### config.mk
export PLATFORM = sky130hd
export DESIGN_NAME = visibility_rle_decoder
export DESIGN_NICKNAME = d
export VERILOG_FILES = /design/src/design/vrd_pkg.sv /design/src/design/vrd_queue.sv /design/src/design/vrd_front.sv /design/src/design/vrd_back.sv /design/src/design/visibility_rle_decoder.sv
export SDC_FILE = /design/constraint.sdc
export NUM_CORES = 1
export LEC_CHECK = 0
export BUFFER_PORTS_ARGS = -buffer_cell sky130_fd_sc_hd__clkbuf_2
export CAP_MARGIN = 25
export CORE_ASPECT_RATIO = 0.7
export CORE_MARGIN = 2
export CORE_UTILIZATION = 50
export CTS_BUF_LIST = sky130_fd_sc_hd__clkbuf_16
export DETAILED_ROUTE_END_ITERATION = 16
export GPL_ROUTABILITY_DRIVEN = 0
export HOLD_SLACK_MARGIN = 0.02
export MAX_ROUTING_LAYER = met4
export PLACE_DENSITY = 0.68
export SLEW_MARGIN = 15
export SYNTH_ARGS = -nofsm -noshare
export SYNTH_HDL_FRONTEND = slang
export SYNTH_SLANG_ARGS = --single-unit
### constraint.sdc
create_clock -name clk -period 5.4 [get_ports clk]
set_clock_uncertainty 0.2 [all_clocks]
set_input_delay 0.81 -clock clk [delete_from_list [all_inputs] [get_ports clk]]
set_output_delay 0.81 -clock clk [all_outputs]
set_load 0.05 [all_outputs]
### src/design/vrd_pkg.sv
// shared types and constants for the visibility row decoder
// no dependencies
`timescale 1ns / 1ps
`default_nettype none

package vrd_pkg;

    localparam int BYTE_W   = 8;
    localparam int CTR_W    = 14;
    localparam int CTR_MAX  = 16383;
    localparam int BIT_W    = $clog2(BYTE_W);

    localparam int Q_DEPTH  = 4;
    localparam int Q_PTR_W  = $clog2(Q_DEPTH);
    localparam int Q_CNT_W  = $clog2(Q_DEPTH + 1);

    // work for the back part: a zero mask means one empty status result
    typedef struct packed {
        logic [BYTE_W-1:0] mask;
        logic [CTR_W-1:0]  base;
        logic              done;
    } vrd_cmd_t;

endpackage

`default_nettype wire

### src/design/vrd_queue.sv
// short command queue between the front and back parts
// depends on vrd_pkg
`timescale 1ns / 1ps
`default_nettype none

module vrd_queue
(
    input  wire                    clk,
    input  wire                    rst_n,
    input  wire                    wr_en,
    input  wire vrd_pkg::vrd_cmd_t wr_cmd,
    output logic                   q_full,
    input  wire                    rd_en,
    output vrd_pkg::vrd_cmd_t      rd_cmd,
    output logic                   rd_valid
);
    import vrd_pkg::*;

    vrd_cmd_t               mem_reg [Q_DEPTH];
    logic [Q_PTR_W-1:0]     wr_ptr_reg, wr_ptr_next;
    logic [Q_PTR_W-1:0]     rd_ptr_reg, rd_ptr_next;
    logic [Q_CNT_W-1:0]     count_reg, count_next;

    assign q_full   = (count_reg == Q_CNT_W'(Q_DEPTH));
    assign rd_valid = (count_reg != '0);
    assign rd_cmd   = mem_reg[rd_ptr_reg];

    always_comb
    begin
        wr_ptr_next = wr_en ? wr_ptr_reg + 1'b1 : wr_ptr_reg;
        rd_ptr_next = rd_en ? rd_ptr_reg + 1'b1 : rd_ptr_reg;
        count_next  = count_reg;
        if (wr_en && !rd_en)
        begin
            count_next = count_reg + 1'b1;
        end
        else if (!wr_en && rd_en)
        begin
            count_next = count_reg - 1'b1;
        end
    end

    always_ff @(posedge clk or negedge rst_n)
    begin
        if (!rst_n)
        begin
            wr_ptr_reg <= '0;
            rd_ptr_reg <= '0;
            count_reg  <= '0;
        end
        else
        begin
            wr_ptr_reg <= wr_ptr_next;
            rd_ptr_reg <= rd_ptr_next;
            count_reg  <= count_next;
        end
    end

    always_ff @(posedge clk)
    begin
        if (wr_en)
        begin
            mem_reg[wr_ptr_reg] <= wr_cmd;
        end
    end

endmodule

`default_nettype wire

### src/design/vrd_front.sv
// front part: leaf counter, count-byte tracking and classification of each byte
// depends on vrd_pkg
`timescale 1ns / 1ps
`default_nettype none

module vrd_front
#(
    parameter int unsigned MAX_LEAVES = 8192
)
(
    input  wire                          clk,
    input  wire                          rst_n,
    input  wire                          push,
    input  wire  [vrd_pkg::BYTE_W-1:0]   data_byte,
    input  wire                          row_start,
    input  wire                          q_full,
    input  wire                          cfg_wr,
    input  wire  [vrd_pkg::CTR_W-1:0]    cfg_data,
    output logic                         cmd_wr,
    output vrd_pkg::vrd_cmd_t            cmd
);
    import vrd_pkg::*;

    localparam int unsigned MAX_CAP =
        (MAX_LEAVES > CTR_MAX) ? CTR_MAX : MAX_LEAVES;

    logic [CTR_W-1:0] ctr_reg, ctr_next;
    logic             exp_reg, exp_next;
    logic [CTR_W-1:0] vlc_reg;

    logic [CTR_W-1:0] ctr_in;
    logic             exp_in;
    logic [CTR_W-1:0] lim;
    logic [CTR_W:0]   step_sum;
    logic [CTR_W-1:0] step_sat;

    assign cmd_wr = push && !q_full;
    assign lim    = (vlc_reg > CTR_W'(MAX_CAP)) ? CTR_W'(MAX_CAP) : vlc_reg;
    assign ctr_in = row_start ? CTR_W'(1) : ctr_reg;
    assign exp_in = row_start ? 1'b0 : exp_reg;

    always_comb
    begin
        // a count byte skips byte*8 leaves, a literal byte always 8
        if (exp_in)
        begin
            step_sum = {1'b0, ctr_in} + {(CTR_W - BYTE_W - 2)'(0), data_byte, 3'b000};
        end
        else
        begin
            step_sum = {1'b0, ctr_in} + (CTR_W + 1)'(BYTE_W);
        end
        step_sat = step_sum[CTR_W] ? CTR_W'(CTR_MAX) : step_sum[CTR_W-1:0];
    end

    always_comb
    begin
        ctr_next  = ctr_in;
        exp_next  = exp_in;
        cmd.mask  = '0;
        cmd.base  = ctr_in;
        if (exp_in)
        begin
            exp_next = 1'b0;
            ctr_next = step_sat;
        end
        else if (ctr_in < lim)
        begin
            if (data_byte == '0)
            begin
                exp_next = 1'b1;
            end
            else
            begin
                ctr_next = step_sat;
                cmd.mask = data_byte;
            end
        end
        cmd.done = (ctr_next >= lim);
    end

    always_ff @(posedge clk or negedge rst_n)
    begin
        if (!rst_n)
        begin
            ctr_reg <= CTR_W'(1);
            exp_reg <= 1'b0;
            vlc_reg <= '0;
        end
        else
        begin
            if (cmd_wr)
            begin
                ctr_reg <= ctr_next;
                exp_reg <= exp_next;
            end
            if (cfg_wr)
            begin
                vlc_reg <= cfg_data;
            end
        end
    end

endmodule

`default_nettype wire

### src/design/vrd_back.sv
// back part: expands each command into results, one set bit per beat, or one empty status result for a zero mask
// depends on vrd_pkg
`timescale 1ns / 1ps
`default_nettype none

module vrd_back
(
    input  wire                          clk,
    input  wire                          rst_n,
    input  wire                          q_valid,
    input  wire vrd_pkg::vrd_cmd_t       q_head,
    output logic                         q_pop,
    input  wire                          pop,
    output logic                         empty,
    output logic                         has_leaf,
    output logic [vrd_pkg::CTR_W-1:0]    leaf_number,
    output logic                         last,
    output logic                         row_done
);
    import vrd_pkg::*;

    logic              busy_reg, busy_next;
    logic [BYTE_W-1:0] rem_reg, rem_next;
    logic              out_valid_reg, out_valid_next;
    logic              has_reg;
    logic [CTR_W-1:0]  leaf_reg;
    logic              last_reg;
    logic              done_reg;

    logic [BYTE_W-1:0] cur_mask;
    logic [BYTE_W-1:0] rest;
    logic [BIT_W-1:0]  idx;
    logic              is_last;
    logic              load;

    assign empty       = !out_valid_reg;
    assign has_leaf    = has_reg;
    assign leaf_number = leaf_reg;
    assign last        = last_reg;
    assign row_done    = done_reg;

    // bits already sent for the head command are cleared in rem_reg
    assign cur_mask = busy_reg ? rem_reg : q_head.mask;
    assign rest     = cur_mask & (cur_mask - 1'b1);
    assign is_last  = (rest == '0);
    assign load     = q_valid && (!out_valid_reg || pop);
    assign q_pop    = load && is_last;

    always_comb
    begin
        idx = '0;
        for (int i = BYTE_W - 1; i >= 0; i--)
        begin
            if (cur_mask[i])
            begin
                idx = BIT_W'(i);
            end
        end
    end

    always_comb
    begin
        busy_next      = busy_reg;
        rem_next       = rem_reg;
        out_valid_next = out_valid_reg;
        if (load)
        begin
            busy_next      = !is_last;
            rem_next       = rest;
            out_valid_next = 1'b1;
        end
        else if (pop)
        begin
            out_valid_next = 1'b0;
        end
    end

    always_ff @(posedge clk or negedge rst_n)
    begin
        if (!rst_n)
        begin
            busy_reg      <= 1'b0;
            out_valid_reg <= 1'b0;
        end
        else
        begin
            busy_reg      <= busy_next;
            out_valid_reg <= out_valid_next;
        end
    end

    always_ff @(posedge clk)
    begin
        rem_reg <= rem_next;
        if (load)
        begin
            has_reg  <= (cur_mask != '0);
            leaf_reg <= (cur_mask != '0) ? q_head.base + CTR_W'(idx) : '0;
            last_reg <= is_last;
            done_reg <= q_head.done;
        end
    end

endmodule

`default_nettype wire

### src/design/visibility_rle_decoder.sv
// top level of the run-length visibility row decoder
// depends on vrd_pkg, vrd_front, vrd_queue, vrd_back
//
//  channel  | handshake                 | payload
//  ---------+---------------------------+------------------------------------------
//  input    | push / full               | data_byte, row_start
//  result   | pop / empty               | has_leaf, leaf_number, last, row_done
//  config   | cfg_valid / cfg_ready     | cfg_data (visible leaf count)
//
//  a byte is taken every cycle while the 4-entry command queue has room
//  results leave one per cycle while pop is high: a decoded literal byte with k set bits
//  gives k results, any other byte one result, so the result port sets the sustained rate
//  reset: leaf counter 1, leaf count register 0, queue and result stage empty
//  cfg_ready stays high; the result stage refills in the same cycle it is popped if the queue holds a command
`timescale 1ns / 1ps
`default_nettype none

module visibility_rle_decoder
#(
    parameter int unsigned MAX_LEAVES = 8192
)
(
    input  wire                          clk,
    input  wire                          rst_n,
    input  wire                          push,
    output logic                         full,
    input  wire  [vrd_pkg::BYTE_W-1:0]   data_byte,
    input  wire                          row_start,
    output logic                         empty,
    input  wire                          pop,
    output logic                         has_leaf,
    output logic [vrd_pkg::CTR_W-1:0]    leaf_number,
    output logic                         last,
    output logic                         row_done,
    input  wire                          cfg_valid,
    output logic                         cfg_ready,
    input  wire  [vrd_pkg::CTR_W-1:0]    cfg_data
);
    import vrd_pkg::*;

    logic     cmd_wr;
    vrd_cmd_t cmd;
    logic     q_full;
    logic     q_valid;
    logic     q_pop;
    vrd_cmd_t q_head;

    assign cfg_ready = 1'b1;
    assign full      = q_full;

    vrd_front #(
        .MAX_LEAVES (MAX_LEAVES)
    ) u_front (
        .clk       (clk),
        .rst_n     (rst_n),
        .push      (push),
        .data_byte (data_byte),
        .row_start (row_start),
        .q_full    (q_full),
        .cfg_wr    (cfg_valid && cfg_ready),
        .cfg_data  (cfg_data),
        .cmd_wr    (cmd_wr),
        .cmd       (cmd)
    );

    vrd_queue u_queue (
        .clk      (clk),
        .rst_n    (rst_n),
        .wr_en    (cmd_wr),
        .wr_cmd   (cmd),
        .q_full   (q_full),
        .rd_en    (q_pop),
        .rd_cmd   (q_head),
        .rd_valid (q_valid)
    );

    vrd_back u_back (
        .clk         (clk),
        .rst_n       (rst_n),
        .q_valid     (q_valid),
        .q_head      (q_head),
        .q_pop       (q_pop),
        .pop         (pop),
        .empty       (empty),
        .has_leaf    (has_leaf),
        .leaf_number (leaf_number),
        .last        (last),
        .row_done    (row_done)
    );

endmodule

`default_nettype wire

==> results.toml <==
[timing]
slew_headroom = 0.502
rsz0062_at_grt = "no"
min_period_ps = 4790
finalHoldWorstSlack_ps = 110
slew_violations = 0
setup_violations = 0
tns_ps = 0
finalHoldViolCount = 0
max_freq_mhz = 209
min_period_over_period = 0.887
tightest_slew_ps = 742

[worst_setup_path]
required_ps = 5340
endpoint_kind = "flop"
path_max_fanout = 15
worstPathArrival_ps = 4730
criticalPathCategory = "input port to flop"
cp-start-kind = "input port"

[synth]
synth_nets = 686
synth_warnings = 0
ys_seq_area_frac = 0.561
yosysUniqueCellTypes = 72
postSynthCellCount = 612
synthArstFlopShare = 0.247
synth-main-ff-cell = "edfxtp_1"
avgSynthCellArea_um2 = 12.9
syn-cell-area_um2 = 7910
synth_edf_count = 116
synth_seq_cells = 154

[layout]
fillers = 1264
final_area_um2 = 9050
nets = 754
layout_commonest_cell = "edfxtp_1"
syn_to_final_growth_pct = 14.4
multi_input_area_um2 = 3280
drive_above_1_share = 0.218
layout_common_cells = "edfxtp_1 (116), nor2_1 (47), clkbuf_2 (46)"
largest_reg_flops = 92
stdcell_count = 894
register_area_um2 = 4440

[outcome]
outcome = "finished, final reports clean"

[power]
seqPwrFrac = 0.388
combPwrFrac = 0.357
p_leak_nw = 3.59
ir_drop_mv = 0.278
p_sw_frac = 0.356
power_density_nw_per_um2 = 503
p_sw_w = 0.00162
total_power_w = 0.00455
power_frac_clock = 0.255
p_int_w = 0.00293

[grt]
met2_usage = 0.333
grt_pass1_vias = 5249
grtUsageTotal = 0.227
use_met1 = 0.313
grt.met3_usage = 0.0533
busiest_layer = "met2"
antenna_found_initial = 1
gr-total-overflow = 0
grt_pass1_wl_um = 27700
grt_max_degree = 39

[cts]
post_cts.repair.setup_buffers = 0
clk_path_buf_depth = 2
htreeDepth = 4
insertion_delay_ps = 420
hold_buffers = 0
cts_resized = 0
path_clk_slew_ps = 60
clock-sinks = 154
cts_tree = "yes"
cts_buffers = 17
cts_root_buffer = "clkbuf_16"

[detailed_routing]
routedWlPerCell_um = 18.9
drtAntennaViolNets = 0
wl_um = 16900
drtIter0Drc = 540
drtPass1Iterations = 4
drc = 0
via_per_inst = 5.74
via_count = 5135

[place]
post_dp_cell_area_um2 = 8450
dp_hpwl_um = 12200
io_buffers = 46
dp.cells = 860

[floorplan]
rows = 38
dieArea_um2 = 16900
die_y_um = 109
coreArea_um2 = 15500
ios = 48
die_w_um = 154
initial_core_util = 0.510

[flow_run]
drv_cap = 0

[worst_hold_path]
hp-class = "input port to asynchronous set/reset pin"
-- Yosys cell counts (all sizes together), types with 2 or more instances --
| master | instances | area (um2) |
|---|---|---|
| nand3 | 8 | 40.0 |
| fa | 3 | 60.1 |
| a2111oi | 2 | 17.5 |
| xnor2 | 12 | 105 |
| a31oi | 3 | 18.8 |
| nor3 | 11 | 55.1 |
| nor3b | 4 | 30.0 |
| xor2 | 11 | 96.3 |
| clkbuf | 8 | 30.0 |
| and3 | 6 | 37.5 |
| dfrtp | 37 | 926 |
| nor2 | 47 | 176 |
| ha | 43 | 538 |
| a21oi | 31 | 155 |
| mux2 | 19 | 218 |
| mux2i | 5 | 78.8 |
| o211ai | 4 | 35.0 |
| o31a | 3 | 26.3 |
| o31ai | 2 | 28.8 |
| and2 | 24 | 150 |
| nor4 | 6 | 52.6 |
| inv | 21 | 78.8 |
| o21a | 4 | 30.0 |
| a211oi | 4 | 30.0 |
| or3 | 6 | 37.5 |
| and4 | 2 | 17.5 |
| o21ai | 25 | 129 |
| edfxtp | 116 | 3480 |
| mux4 | 21 | 473 |
| nand2b | 14 | 87.6 |
| nand2 | 43 | 161 |
| nand4 | 5 | 31.3 |
| buf | 13 | 85.1 |
| nor2b | 18 | 113 |
| or2 | 3 | 18.8 |
| a21o | 7 | 52.6 |
-- path summary, 6_finish.rpt --
kind / from / to / slack [ps] / cells past startpoint
setup reg to reg: u_front.exp_reg$_DFFE_PN0P_ / u_queue.mem_reg[3][0]$_DFFE_PP_ / 650 / 18
hold / removal: rst_n / u_front.vlc_reg[1]$_DFFE_PN0P_ / 110 / 1
min in group clk: u_front.ctr_reg[1]$_DFFE_PN0P_ / u_front.ctr_reg[1]$_DFFE_PN0P_ / 280 / 2
max in group asynchronous: rst_n / u_front.ctr_reg[0]$_DFFE_PN1P_ / 4340 / 2
setup / recovery: row_start / u_queue.mem_reg[3][0]$_DFFE_PP_ / 610 / 18
hold reg to reg: u_front.ctr_reg[1]$_DFFE_PN0P_ / u_front.ctr_reg[1]$_DFFE_PN0P_ / 280 / 2
-- layout make-up --
| cell class | instances | share of cell area |
|---|---|---|
| flip-flops and latches | 154 | 0.490 |
| clock buffers | 17 | 0.0470 |
| repair buffers | 70 | 0.0467 |
| clock inverters | 15 | 0.0167 |
| diodes | 1 | 0.000277 |
| inverters | 21 | 0.00871 |
| well taps | 200 | 0.0277 |
| multi-input cells | 416 | 0.363 |
-- metrics by stage --
step	setup slack, ps	utilization
3_3_place_gp	425	0.545
6_report	610	0.584
4_1_cts	697	0.582
2_1_floorplan	414	-
5_1_grt	297	0.584
3_5_place_dp	289	0.545
-- cells by family (layout without fill, tap and decap cells) --
group,count (synthesis),after routing,synth area share
AND/OR/NAND/NOR,201,201,0.132
XOR/XNOR,23,23,0.0255
other,1,2,0.000474
flip-flops,154,154,0.561
AO/OA/AOI/OAI,100,100,0.0835
multiplexers,45,45,0.0973
buffers and inverters,42,123,0.0245
adder cells (fa/ha/maj),46,46,0.0756
-- worst max-delay path, cell delays in order --
cell,delay (ps)
clkbuf_2,100
nor2_1,140
buf_4,230
and2_1,160
ha_1,270
a211oi_1,310
o211ai_1,160
a31oi_1,300
nor2_1,120
and3_1,310
or2_0,290
mux2_2,270
ha_1,290
o21a_1,180
o211ai_1,210
a21oi_1,60
a2111oi_0,320
o31ai_1,190
-- metal layers --
| metal | vias to the layer above | part of all wire |
|---|---|---|
| li1 | 2422 | - |
| met4 | 0 | 0.016 |
| met5 | - | 0 |
| met1 | 2517 | 0.48 |
| met2 | 168 | 0.45 |
| met3 | 28 | 0.062 |
-- power by group through the flow --
stage	clock (W)	combinational [W]	sequential, W
after floorplan	0	0.00106	0.00197
after global placement	0	0.00159	0.00178
after detailed placement	0	0.00163	0.00179
after CTS	0.00119	0.00163	0.00177
after global routing	0.00124	0.00179	0.00180
final	0.00116	0.00162	0.00177
Power figures use the tool's default switching activity.
